$ cat config.mk
export PLATFORM = sky130hd
export DESIGN_NAME = escape_quote_unescaper_unit
export DESIGN_NICKNAME = d
export VERILOG_FILES = /design/src/rtl/core/equ_pkg.sv /design/src/rtl/core/equ_front.sv /design/src/rtl/core/equ_queue.sv /design/src/rtl/core/equ_back.sv /design/src/rtl/core/escape_quote_unescaper_unit.sv
export SDC_FILE = /design/constraint.sdc
export NUM_CORES = 1
export LEC_CHECK = 0
export CORE_MARGIN = 1
export CORE_UTILIZATION = 61
export CTS_BUF_LIST = sky130_fd_sc_hd__clkbuf_8
export CTS_CLUSTER_DIAMETER = 100
export DETAILED_ROUTE_END_ITERATION = 12
export DONT_BUFFER_PORTS = 1
export GPL_ROUTABILITY_DRIVEN = 0
export GPL_TIMING_DRIVEN = 0
export PLACE_DENSITY = 0.81
export SETUP_SLACK_MARGIN = 0.2
export SLEW_MARGIN = 40
export SYNTH_ARGS = -nofsm -noshare
export SYNTH_HDL_FRONTEND = slang
export SYNTH_SLANG_ARGS = --single-unit
$ cat constraint.sdc
create_clock -name clk -period 5.3 [get_ports clk]
set_clock_uncertainty 0.05 [all_clocks]
set_input_delay 0.53 -clock clk [delete_from_list [all_inputs] [get_ports clk]]
set_output_delay 0.53 -clock clk [all_outputs]
set_load 0.02 [all_outputs]
$ cat src/rtl/core/equ_pkg.sv
// shared types, constants and character helpers for the escape and quote decoder
`timescale 1ns / 1ps

package equ_pkg;

    // item queue between front and back
    localparam int EQU_QUEUE_DEPTH = 4;

    // status codes
    localparam logic [2:0] ST_OK         = 3'd0;
    localparam logic [2:0] ST_DANGLING   = 3'd1;
    localparam logic [2:0] ST_BAD_OCTAL  = 3'd2;
    localparam logic [2:0] ST_BAD_HEX    = 3'd3;
    localparam logic [2:0] ST_OPEN_QUOTE = 3'd4;

    // characters with a meaning of their own
    localparam logic [7:0] CH_BSLASH = 8'h5C;
    localparam logic [7:0] CH_SQUOTE = 8'h27;
    localparam logic [7:0] CH_DQUOTE = 8'h22;
    localparam logic [7:0] CH_ZERO   = 8'h30;
    localparam logic [7:0] CH_SEVEN  = 8'h37;
    localparam logic [7:0] CH_NINE   = 8'h39;
    localparam logic [7:0] CH_LC_A   = 8'h61;
    localparam logic [7:0] CH_LC_F   = 8'h66;
    localparam logic [7:0] CH_UC_A   = 8'h41;
    localparam logic [7:0] CH_UC_F   = 8'h46;
    localparam logic [7:0] CH_LC_X   = 8'h78;
    localparam logic [7:0] CH_UC_X   = 8'h58;
    localparam logic [7:0] CH_LC_N   = 8'h6E;
    localparam logic [7:0] CH_LC_AL  = 8'h61;
    localparam logic [7:0] CH_LC_B   = 8'h62;
    localparam logic [7:0] CH_LC_R   = 8'h72;
    localparam logic [7:0] CH_LC_FF  = 8'h66;
    localparam logic [7:0] CH_LC_V   = 8'h76;
    localparam logic [7:0] CH_LC_T   = 8'h74;

    // escape sequencer states
    typedef enum logic [6:0] {
        PH_IDLE = 7'b0000001,
        PH_ESC  = 7'b0000010,
        PH_OCT2 = 7'b0000100,
        PH_OCT3 = 7'b0001000,
        PH_HEX1 = 7'b0010000,
        PH_HEX2 = 7'b0100000,
        PH_QESC = 7'b1000000
    } phase_t;

    // quote tracking states
    typedef enum logic [2:0] {
        Q_NONE   = 3'b001,
        Q_SINGLE = 3'b010,
        Q_DOUBLE = 3'b100
    } quote_t;

    // hex digit decode result
    typedef struct packed {
        logic       ok;
        logic [3:0] val;
    } hex_t;

    // one queued item: up to two result bytes
    typedef struct packed {
        logic [7:0] byte0;
        logic [7:0] byte1;
        logic       has;
        logic       two;
        logic       last;
        logic [2:0] status;
    } rec_t;

    function automatic hex_t hex_decode(input logic [7:0] c);
        hex_t h;
        h.ok  = 1'b1;
        h.val = 4'd0;
        if (c >= CH_ZERO && c <= CH_NINE) begin
            h.val = c[3:0];
        end else if ((c >= CH_LC_A && c <= CH_LC_F) || (c >= CH_UC_A && c <= CH_UC_F)) begin
            // letters a..f and A..F share low bits 1..6
            h.val = c[3:0] + 4'd9;
        end else begin
            h.ok = 1'b0;
        end
        return h;
    endfunction

    function automatic logic [7:0] control_map(input logic [7:0] c);
        logic [7:0] r;
        case (c)
            CH_LC_N:  r = 8'h0A;
            CH_LC_AL: r = 8'h07;
            CH_LC_B:  r = 8'h08;
            CH_LC_R:  r = 8'h0D;
            CH_LC_FF: r = 8'h0C;
            CH_LC_V:  r = 8'h0B;
            CH_LC_T:  r = 8'h09;
            default:  r = c;
        endcase
        return r;
    endfunction

endpackage

$ cat src/rtl/core/equ_front.sv
// front part: accepts characters, tracks quotes and escapes, builds result items
`timescale 1ns / 1ps

module equ_front
    import equ_pkg::*;
(
    input  logic       clk,
    input  logic       rst_n,
    input  logic       in_valid,
    output logic       in_ready,
    input  logic [7:0] in_char,
    input  logic       end_of_string,
    output logic       push_valid,
    input  logic       push_ready,
    output rec_t       push_rec
);

    phase_t     phase_reg, phase_next;
    quote_t     quote_reg, quote_next;
    logic [7:0] accum_reg, accum_next;
    logic [2:0] err_reg, err_next;

    logic       accept;
    logic [7:0] qc;
    logic       is_oct;
    hex_t       hx;
    logic [1:0] n;
    logic [7:0] b0, b1;
    logic [2:0] status;

    assign in_ready = push_ready;
    assign accept   = in_valid && in_ready;

    // classify the character against the current state
    always_comb
    begin
        qc         = (quote_reg == Q_SINGLE) ? CH_SQUOTE : CH_DQUOTE;
        is_oct     = (in_char >= CH_ZERO) && (in_char <= CH_SEVEN);
        hx         = hex_decode(in_char);
        n          = 2'd0;
        b0         = 8'd0;
        b1         = 8'd0;
        phase_next = phase_reg;
        quote_next = quote_reg;
        accum_next = accum_reg;
        err_next   = err_reg;
        if (err_reg == ST_OK) begin
            unique case (phase_reg)
                PH_ESC:
                begin
                    if (is_oct) begin
                        accum_next = {5'd0, in_char[2:0]};
                        phase_next = PH_OCT2;
                    end else if (in_char == CH_LC_X || in_char == CH_UC_X) begin
                        accum_next = 8'd0;
                        phase_next = PH_HEX1;
                    end else begin
                        n          = 2'd1;
                        b0         = control_map(in_char);
                        phase_next = PH_IDLE;
                    end
                end
                PH_OCT2, PH_OCT3:
                begin
                    if (is_oct) begin
                        accum_next = {accum_reg[4:0], in_char[2:0]};
                        if (phase_reg == PH_OCT3) begin
                            n          = 2'd1;
                            b0         = accum_next;
                            phase_next = PH_IDLE;
                        end else begin
                            phase_next = PH_OCT3;
                        end
                    end else begin
                        err_next = ST_BAD_OCTAL;
                    end
                end
                PH_HEX1, PH_HEX2:
                begin
                    if (hx.ok) begin
                        accum_next = {accum_reg[3:0], hx.val};
                        if (phase_reg == PH_HEX2) begin
                            n          = 2'd1;
                            b0         = accum_next;
                            phase_next = PH_IDLE;
                        end else begin
                            phase_next = PH_HEX2;
                        end
                    end else begin
                        err_next = ST_BAD_HEX;
                    end
                end
                PH_QESC:
                begin
                    if (in_char != qc) begin
                        n  = 2'd2;
                        b0 = CH_BSLASH;
                        b1 = in_char;
                    end else begin
                        n  = 2'd1;
                        b0 = in_char;
                    end
                    phase_next = PH_IDLE;
                end
                default:
                begin
                    phase_next = PH_IDLE;
                    if (quote_reg == Q_NONE) begin
                        if (in_char == CH_BSLASH) begin
                            phase_next = PH_ESC;
                        end else if (in_char == CH_SQUOTE) begin
                            quote_next = Q_SINGLE;
                        end else if (in_char == CH_DQUOTE) begin
                            quote_next = Q_DOUBLE;
                        end else begin
                            n  = 2'd1;
                            b0 = in_char;
                        end
                    end else begin
                        if (in_char == CH_BSLASH) begin
                            phase_next = PH_QESC;
                        end else if (in_char == qc) begin
                            quote_next = Q_NONE;
                        end else begin
                            n  = 2'd1;
                            b0 = in_char;
                        end
                    end
                end
            endcase
        end

        // end of string: report what is still pending
        status = ST_OK;
        if (end_of_string) begin
            if (err_next == ST_OK) begin
                if (phase_next == PH_ESC || phase_next == PH_QESC) begin
                    status = ST_DANGLING;
                end else if (phase_next == PH_OCT2 || phase_next == PH_OCT3) begin
                    status = ST_BAD_OCTAL;
                end else if (phase_next == PH_HEX1 || phase_next == PH_HEX2) begin
                    status = ST_BAD_HEX;
                end else if (quote_next != Q_NONE) begin
                    status = ST_OPEN_QUOTE;
                end
            end else begin
                status = err_next;
            end
        end
    end

    // queue write for items that give at least one result
    always_comb
    begin
        push_valid      = accept && ((n != 2'd0) || end_of_string);
        push_rec.byte0  = b0;
        push_rec.byte1  = b1;
        push_rec.has    = (n != 2'd0);
        push_rec.two    = (n == 2'd2);
        push_rec.last   = end_of_string;
        push_rec.status = status;
    end

    // decoder state, back to reset after the final character
    always_ff @(posedge clk or negedge rst_n)
    begin
        if (!rst_n) begin
            phase_reg <= PH_IDLE;
            quote_reg <= Q_NONE;
            accum_reg <= 8'd0;
            err_reg   <= ST_OK;
        end else if (accept) begin
            if (end_of_string) begin
                phase_reg <= PH_IDLE;
                quote_reg <= Q_NONE;
                accum_reg <= 8'd0;
                err_reg   <= ST_OK;
            end else begin
                phase_reg <= phase_next;
                quote_reg <= quote_next;
                accum_reg <= accum_next;
                err_reg   <= err_next;
            end
        end
    end

endmodule

$ cat src/rtl/core/equ_queue.sv
// short item queue between the front and back parts
`timescale 1ns / 1ps

module equ_queue
    import equ_pkg::*;
#(
    parameter int DEPTH = EQU_QUEUE_DEPTH
)
(
    input  logic clk,
    input  logic rst_n,
    input  logic wr_valid,
    output logic wr_ready,
    input  rec_t wr_rec,
    output logic rd_valid,
    input  logic rd_ready,
    output rec_t rd_rec
);

    localparam int PTR_W = (DEPTH > 1) ? $clog2(DEPTH) : 1;
    localparam int CNT_W = $clog2(DEPTH + 1);
    localparam logic [PTR_W-1:0] PTR_LAST = PTR_W'(DEPTH - 1);
    localparam logic [CNT_W-1:0] CNT_FULL = CNT_W'(DEPTH);

    rec_t             mem_reg [DEPTH];
    logic [PTR_W-1:0] wr_ptr_reg, rd_ptr_reg;
    logic [CNT_W-1:0] count_reg;
    logic             do_wr, do_rd;

    assign wr_ready = (count_reg != CNT_FULL);
    assign rd_valid = (count_reg != '0);
    assign rd_rec   = mem_reg[rd_ptr_reg];
    assign do_wr    = wr_valid && wr_ready;
    assign do_rd    = rd_valid && rd_ready;

    // storage
    always_ff @(posedge clk)
    begin
        if (do_wr) begin
            mem_reg[wr_ptr_reg] <= wr_rec;
        end
    end

    // pointers and fill count
    always_ff @(posedge clk or negedge rst_n)
    begin
        if (!rst_n) begin
            wr_ptr_reg <= '0;
            rd_ptr_reg <= '0;
            count_reg  <= '0;
        end else begin
            if (do_wr) begin
                wr_ptr_reg <= (wr_ptr_reg == PTR_LAST) ? '0 : wr_ptr_reg + 1'b1;
            end
            if (do_rd) begin
                rd_ptr_reg <= (rd_ptr_reg == PTR_LAST) ? '0 : rd_ptr_reg + 1'b1;
            end
            if (do_wr && !do_rd) begin
                count_reg <= count_reg + 1'b1;
            end else if (do_rd && !do_wr) begin
                count_reg <= count_reg - 1'b1;
            end
        end
    end

endmodule

$ cat src/rtl/core/equ_back.sv
// back part: splits queued items into results and holds them in an output register
`timescale 1ns / 1ps

module equ_back
    import equ_pkg::*;
(
    input  logic       clk,
    input  logic       rst_n,
    input  logic       rd_valid,
    output logic       rd_ready,
    input  rec_t       rd_rec,
    output logic       out_valid,
    input  logic       out_ready,
    output logic [7:0] out_char,
    output logic       has_char,
    output logic       run_last,
    output logic       string_done,
    output logic [2:0] status
);

    logic       valid_reg, valid_next;
    logic       second_reg, second_next;
    logic [7:0] char_reg, char_next;
    logic       has_reg, has_next;
    logic       rlast_reg, rlast_next;
    logic       done_reg, done_next;
    logic [2:0] status_reg, status_next;
    logic       load;

    assign load = !valid_reg || out_ready;

    // pick the next result from the head item
    always_comb
    begin
        valid_next  = valid_reg;
        second_next = second_reg;
        char_next   = char_reg;
        has_next    = has_reg;
        rlast_next  = rlast_reg;
        done_next   = done_reg;
        status_next = status_reg;
        rd_ready    = 1'b0;
        if (load) begin
            valid_next = rd_valid;
            if (rd_valid) begin
                if (second_reg) begin
                    char_next   = rd_rec.byte1;
                    has_next    = 1'b1;
                    rlast_next  = 1'b1;
                    done_next   = rd_rec.last;
                    status_next = rd_rec.status;
                    second_next = 1'b0;
                    rd_ready    = 1'b1;
                end else begin
                    char_next   = rd_rec.byte0;
                    has_next    = rd_rec.has;
                    rlast_next  = !rd_rec.two;
                    done_next   = rd_rec.last && !rd_rec.two;
                    status_next = rd_rec.two ? ST_OK : rd_rec.status;
                    second_next = rd_rec.two;
                    rd_ready    = !rd_rec.two;
                end
            end
        end
    end

    // output register
    always_ff @(posedge clk or negedge rst_n)
    begin
        if (!rst_n) begin
            valid_reg  <= 1'b0;
            second_reg <= 1'b0;
        end else begin
            valid_reg  <= valid_next;
            second_reg <= second_next;
        end
    end

    always_ff @(posedge clk)
    begin
        char_reg   <= char_next;
        has_reg    <= has_next;
        rlast_reg  <= rlast_next;
        done_reg   <= done_next;
        status_reg <= status_next;
    end

    assign out_valid   = valid_reg;
    assign out_char    = char_reg;
    assign has_char    = has_reg;
    assign run_last    = rlast_reg;
    assign string_done = done_reg;
    assign status      = status_reg;

endmodule

$ cat src/rtl/core/escape_quote_unescaper_unit.sv
// top level of the backslash escape and quote decoder
// path: an accepted item is written into the item queue, then loaded into the output register
// throughput: one item per cycle while the queue has room; an item giving two bytes holds the output side for both
// the item queue (QUEUE_DEPTH entries) absorbs the second bytes of such items and output stalls
// reset: asynchronous, active low; clears decoder state, queue and output valid
`timescale 1ns / 1ps

module escape_quote_unescaper_unit
    import equ_pkg::*;
#(
    parameter int QUEUE_DEPTH = EQU_QUEUE_DEPTH
)
(
    input  logic       clk,
    input  logic       rst_n,
    input  logic       in_valid,
    output logic       in_ready,
    input  logic [7:0] in_char,
    input  logic       end_of_string,
    output logic       out_valid,
    input  logic       out_ready,
    output logic [7:0] out_char,
    output logic       has_char,
    output logic       run_last,
    output logic       string_done,
    output logic [2:0] status
);

    logic q_wr_valid, q_wr_ready, q_rd_valid, q_rd_ready;
    rec_t q_wr_rec, q_rd_rec;

    // character classification and decoder state
    equ_front u_front (
        .clk           (clk),
        .rst_n         (rst_n),
        .in_valid      (in_valid),
        .in_ready      (in_ready),
        .in_char       (in_char),
        .end_of_string (end_of_string),
        .push_valid    (q_wr_valid),
        .push_ready    (q_wr_ready),
        .push_rec      (q_wr_rec)
    );

    // item queue
    equ_queue #(
        .DEPTH (QUEUE_DEPTH)
    ) u_queue (
        .clk      (clk),
        .rst_n    (rst_n),
        .wr_valid (q_wr_valid),
        .wr_ready (q_wr_ready),
        .wr_rec   (q_wr_rec),
        .rd_valid (q_rd_valid),
        .rd_ready (q_rd_ready),
        .rd_rec   (q_rd_rec)
    );

    // result output
    equ_back u_back (
        .clk         (clk),
        .rst_n       (rst_n),
        .rd_valid    (q_rd_valid),
        .rd_ready    (q_rd_ready),
        .rd_rec      (q_rd_rec),
        .out_valid   (out_valid),
        .out_ready   (out_ready),
        .out_char    (out_char),
        .has_char    (has_char),
        .run_last    (run_last),
        .string_done (string_done),
        .status      (status)
    );

    // end of string is always the last result of its item
    a_done_is_run_last: assert property (@(posedge clk) disable iff (!rst_n)
        (out_valid && string_done) |-> run_last)
        else $error("string_done without run_last");

    // a nonzero status only on the final result of a string
    a_status_on_done: assert property (@(posedge clk) disable iff (!rst_n)
        (out_valid && status != ST_OK) |-> string_done)
        else $error("status reported before end of string");

    // a result without a byte only closes a string
    a_empty_is_done: assert property (@(posedge clk) disable iff (!rst_n)
        (out_valid && !has_char) |-> (string_done && out_char == 8'd0))
        else $error("empty result outside end of string");

    // the back part pops the queue only while it holds an item
    a_queue_pop: assert property (@(posedge clk) disable iff (!rst_n)
        (q_rd_ready) |-> q_rd_valid)
        else $error("queue read while empty");

endmodule

==> metrics, run 1 <==
outcome complete, no violations; share of post-route cells with drive strength above 1 0.178; critical path type reg2reg; CTS Sinks between 100 and 150; placed cells 642; antenna violations before repair 0; Max Freq roughly 260 MHz; H-Tree Level Count 4; worst slew pin tran 0.823 ns; nets@finish ~550; CP Capture Type flop; RSZ-0062 raised after global routing no; Remaining Overflow, GRT 0; Cells after Synth 506; Die ar. around 11,000 um^2; fin. max-slew vios 0; core area 10,300 um^2; Row Count 37; crit-path max FO 10; vias in the first global route 4,439; kind of start point of the critical path flop; root buffer cell clkbuf_8; Largest register FFs 88; largest net degree at the start of global routing 28; post-route ant nets 0; flops & latches, synth 129; syn avg cell area 12.9 um^2; CTS clock-pin slew for the worst setup and hold paths 0.08 ns; CTS Buf Count 17; TNS Setup 0 ns; total of warnings raised by yosys 0; P&R area growth vs syn 9.98%; # resized after CTS 0; period utilization 0.722; first-pass GRT wire length 23,300 um; Yosys cell types 75; post-synthesis net count 530; leakage 2.55 nW; Placement Setup Slack about 1.4 ns; final setup violation count 0; reg2reg setup slack 1.48 ns; VDD IR max roughly 0.27 mV; total track usage 0.282; total power 0.00316 W; Power Density 441 nW/um^2; Initial DRC Count approximately 430; Final HPWL DP ~10000 um; Tmin final 3.82 ns; sequential cell area fraction in the yosys report 0.575; post-DR vias/cell 6.48; Final Hold Fails 0; DRC viols 0; Hold Crit Class in2reg; EDFF count, synth 102; Vias 4,382; Max Root-Sink Buffers 2; initial core utilization 0.631; Pre-antenna DRT Iters 5; Worst Slack Setup Final ~1.5 ns; CP required between 5 and 6 ns; relative slew slack 0.447; Die Height 105 um; Die Width 105 um; arrival time worst endpoint 4.12 ns; Clock Latency Late Sink 0.43 ns; max-cap violations 0; final non-filler cell total 676; # IOs 29; Ant. Diodes 0; final WL 14,300 um; Routed wire per std cell between 20 and 25 um; Async SR Flop Fraction 0.209; Top FF cell, synth edfxtp_1; Synth Cell Area 6510 um^2; CTS tree built; IO Port Bufs 0
==> worst max-delay path, cell delays in order, from the launching register on <==
cell	delay, ns
dfrtp_1	0.44
clkbuf_1	0.24
nor3_1	0.26
nand4_1	0.19
nor3_1	0.71
or4_4	0.27
o21a_1	0.25
o21a_4	0.20
ha_1	0.19
inv_1	0.07
fa_1	0.43
xor2_1	0.17
nor2_1	0.11
xor2_1	0.16
==> cell type report <==
cell class	instances	area, um^2
buffer	26	118
clock buffer	17	234
clock inverter	15	169
fill	651	3160
inverter	13	48.8
multi-input combinational	338	2650
sequential	129	3740
tap	136	170
timing repair buffer	2	30.0
==> cell usage after synthesis (9+ instances only) <==
master,n,area (um^2)
a21oi_1,21,105
edfxtp_1,102,3060
a22o_1,10,87.6
ha_1,10,125
nand2_1,43,161
mux4_2,22,495
nor2b_1,9,56.3
clkbuf_1,19,71.3
nor2_1,36,135
inv_1,13,48.8
dfrtp_1,25,626
nor3_1,11,55.1
mux2_2,13,146
o21ai_0,20,100
nand3_1,12,60.1
and2_1,14,87.6
==> power by group <==
part	leakage, nW	internal (W)	switching (W)
Combinational	1.06	0.000369	0.000417
Clock	0.197	0.000461	0.000378
Sequential	1.29	0.00137	0.000163
==> layer usage <==
metal / GRT usage / share of wire / up-vias
met4: 0.133 / 0.039 / 0
met2: 0.453 / 0.49 / 207
met5: 0 / 0 / -
met1: 0.365 / 0.40 / 2135
met3: 0.0674 / 0.068 / 48
li1: - / - / 1992
==> cell usage in the layout (no fill, tap or decap), types with 4 or more instances in the layout <==
cell type,instances
clkinvlp_4,4
mux4_2,22
and2_2,4
nand2_1,43
clkbuf_1,19
o21ai_0,20
xor2_1,8
edfxtp_1,102
a211oi_1,5
o31ai_1,6
buf_2,4
nand2b_1,4
a22o_1,10
a31oi_1,5
nor3_1,11
a21o_1,4
nor2b_1,9
clkbuf_8,17
nand3_1,12
inv_1,14
mux2_2,13
and3_1,8
nor2_1,36
or3_1,4
ha_1,10
mux2i_1,4
a21oi_1,20
dfrtp_1,25
o21ai_1,4
and2_1,10
==> cells by family (layout without fill, tap and decap cells) <==
group	Yosys count	after routing	share of synthesized area
and+or+nand+nor	169	169	0.137
DFF	129	129	0.575
AOI/OAI and AO/OA	106	106	0.116
muxes	41	41	0.109
buffers and inverters	39	73	0.0254
adders and majority gates	11	11	0.0223
xor gates and xnor gates	11	11	0.0148
==> stage by stage <==
stage	hold slack (ns)	utilization	area, um^2
6_report	0.140	0.693	7160
5_1_grt	0.119	0.693	7160
4_1_cts	0.126	0.693	7150
3_5_place_dp	0.185	0.651	6720
3_3_place_gp	0.185	0.647	6680
2_1_floorplan	0.184	-	6510
==> path summary, 6_finish.rpt <==
kind / to / depth (start not counted) / startpoint
min in group asynchronous: u_front.phase_reg[4]$_DFFE_PN0P_ / 2 / rst_n
min reg2reg: u_queue.count_reg[2]$_DFFE_PN0P_ / 1 / u_queue.count_reg[2]$_DFFE_PN0P_
max in group asynchronous: u_front.quote_reg[0]$_DFFE_PN1P_ / 2 / rst_n
max reg2reg: u_queue.count_reg[2]$_DFFE_PN0P_ / 13 / u_front.phase_reg[4]$_DFFE_PN0P_
min: u_queue.mem_reg[3][3]$_DFFE_PP_ / 0 / end_of_string
max: u_queue.count_reg[2]$_DFFE_PN0P_ / 13 / u_front.phase_reg[4]$_DFFE_PN0P_
==> repair_timing <==
action / in CTS / in global routing
setup buffers: 0 / 0
hold buffers: 2 / 0
hold endpoints to repair: 27 / 0
(Power assumes the default switching activity.)
==> run 2, diff against run 1 <==
clock period = 3.94 ns   (was 5.3 ns; I/O delays follow)
==> run 2 against run 1 <==
  * Via count grew 0.18%
  * Final cell count grew 0.30%
  * Register-to-register slack lost 1.2 ns
  * Total power grew 35%
  * Global-route usage is the same
  * Largest power group unchanged
  * Flip-flop and latch count is the same
==> metrics, run 2 (same netlist as run 1, synthesis figures left out) <==
crit-path max FO 7; Hold Slack 0.216 ns; final WL 14,400 um; post-route ant nets 0; placed cells 642; first-pass GRT wire length roughly 23,000 um; relative slew slack 0.490; Pre-antenna DRT Iters 5; share of post-route cells with drive strength above 1 0.185; final non-filler cell total just under 700; Final Hold Fails 0; outcome complete, no violations; Worst Slack Setup Final between 0.2 and 0.3 ns; Power Density 592 nW/um^2; Vias approximately 4,400; Die ar. 11,100 um^2; # IOs 29; Clock Latency Late Sink ~0.44 ns; Ant. Diodes 0; Die Width 105 um; Row Count 37; vias in the first global route ~4,400; Final HPWL DP 9880 um; Largest register FFs 88; Buf/Inv on CP 1; P&R area growth vs syn 10.8%; total track usage 0.282; arrival time worst endpoint between 3 and 4 ns; largest net degree at the start of global routing 28; worst slew pin tran 0.758 ns; root buffer cell clkbuf_8; CP required around 4.2 ns; VDD IR max 0.369 mV; H-Tree Level Count 4; Max Freq approximately 270 MHz; Routed wire per std cell 21.3 um; Die Height about 110 um; postcts setup bufs 0; DRC viols 0; final setup violation count 0; TNS Setup 0 ns; nets@finish 553; Placement Setup Slack 0.189 ns; period utilization 0.931; CP Capture Type flop; max-cap violations 0; Tmin final around 3.7 ns; core area roughly 10,000 um^2; critical path type reg2reg; post-DR vias/cell 6.47; Initial DRC Count between 300 and 400; critical-path cell list nor3b_1 > mux2i_1 > nand2_1 > a21oi_1 > nor3_1 > o21a_1 > o21a_4 > ha_1 > inv_1 > fa_1 > mux2_2; most common cell after layout, fill and taps aside edfxtp_1; fin. max-slew vios 0; CTS tree built; delay-heaviest family, CP compound AO/OA/AOI/OAI gates; Remaining Overflow, GRT 0; Hold Crit Class in2reg; CTS clock-pin slew for the worst setup and hold paths 0.09 ns; initial core utilization 0.631; leading cell types in the layout, fill and taps excluded 102 x edfxtp_1, 43 x nand2_1, 36 x nor2_1; IO Port Bufs 0; leakage 2.56 nW; Filler cells 650; Max Root-Sink Buffers 2; antenna violations before repair 0; kind of start point of the critical path flop; CP max-delay cell nor3b_1; reg2reg setup slack 0.27 ns; RSZ-0062 raised after global routing yes; crit-path max cell delay 0.52 ns; CTS Sinks 129; CTS Buf Count 17
run 2: per-stage QoR:
stage,cell area [um^2],power [W],util
after floorplan,6510,0.00286,-
after global placement,6680,0.00307,0.647
after detailed placement,6720,0.00315,0.651
after CTS,7170,0.00429,0.695
after global routing,7220,0.00446,0.699
final,7220,0.00427,0.699
run 2: timing repair:
action | CTS | global route
endpoints found under the setup margin | 1 | 1
hold endpoints to repair | 32 | 0
gates resized for setup | 1 | 5
hold buffers | 4 | 0
run 2: per-layer routing:
metal / share of wire / vias up / global-route usage / wire length (um)
met5: 0 / - / 0 / 0
met4: 0.042 / 0 / 0.130 / 608
met3: 0.071 / 55 / 0.0680 / 1030
met2: 0.49 / 215 / 0.456 / 7020
met1: 0.40 / 2120 / 0.362 / 5760
li1: - / 2000 / - / -
run 2: power breakdown:
| part | internal [W] | switching (W) | total [W] | leakage [nW] |
|---|---|---|---|---|
| registers | 0.00184 | 0.000220 | 0.00206 | 1.29 |
| logic | 0.000498 | 0.000570 | 0.00107 | 1.07 |
| clock network | 0.000620 | 0.000516 | 0.00114 | 0.197 |
| total | 0.00296 | 0.00131 | 0.00427 | 2.56 |
run 2: layout make-up:
type	count	area, um^2	share of cell area
repair buffers	4	50.0	0.00694
plain buffers	26	118	0.0163
multi-input cells	338	2690	0.372
flip-flops and latches	129	3740	0.518
inverters	13	48.8	0.00676
well taps	136	170	0.0236
clock buffers	17	234	0.0324
clock inverters	15	169	0.0234
run 2: tightest hold or removal path: stages:
cell and delay [ns]:
nand2_1 0.03, o21ai_0 0.11, a22o_1 0.14
run 2: worst paths after layout:
kind / startpoint / endpoint / cells after the start
setup / recovery: u_front.quote_reg[2]$_DFFE_PN0P_ / u_queue.count_reg[1]$_DFFE_PN0P_ / 11
hold / removal: in_char[1] / u_front.accum_reg[1]$_DFFE_PN0P_ / 3
setup reg to reg: u_front.quote_reg[2]$_DFFE_PN0P_ / u_queue.count_reg[1]$_DFFE_PN0P_ / 11
hold reg to reg: u_queue.count_reg[2]$_DFFE_PN0P_ / u_queue.count_reg[2]$_DFFE_PN0P_ / 1
max in group asynchronous: rst_n / u_front.quote_reg[0]$_DFFE_PN1P_ / 2
min in group asynchronous: rst_n / u_front.phase_reg[2]$_DFFE_PN0P_ / 2
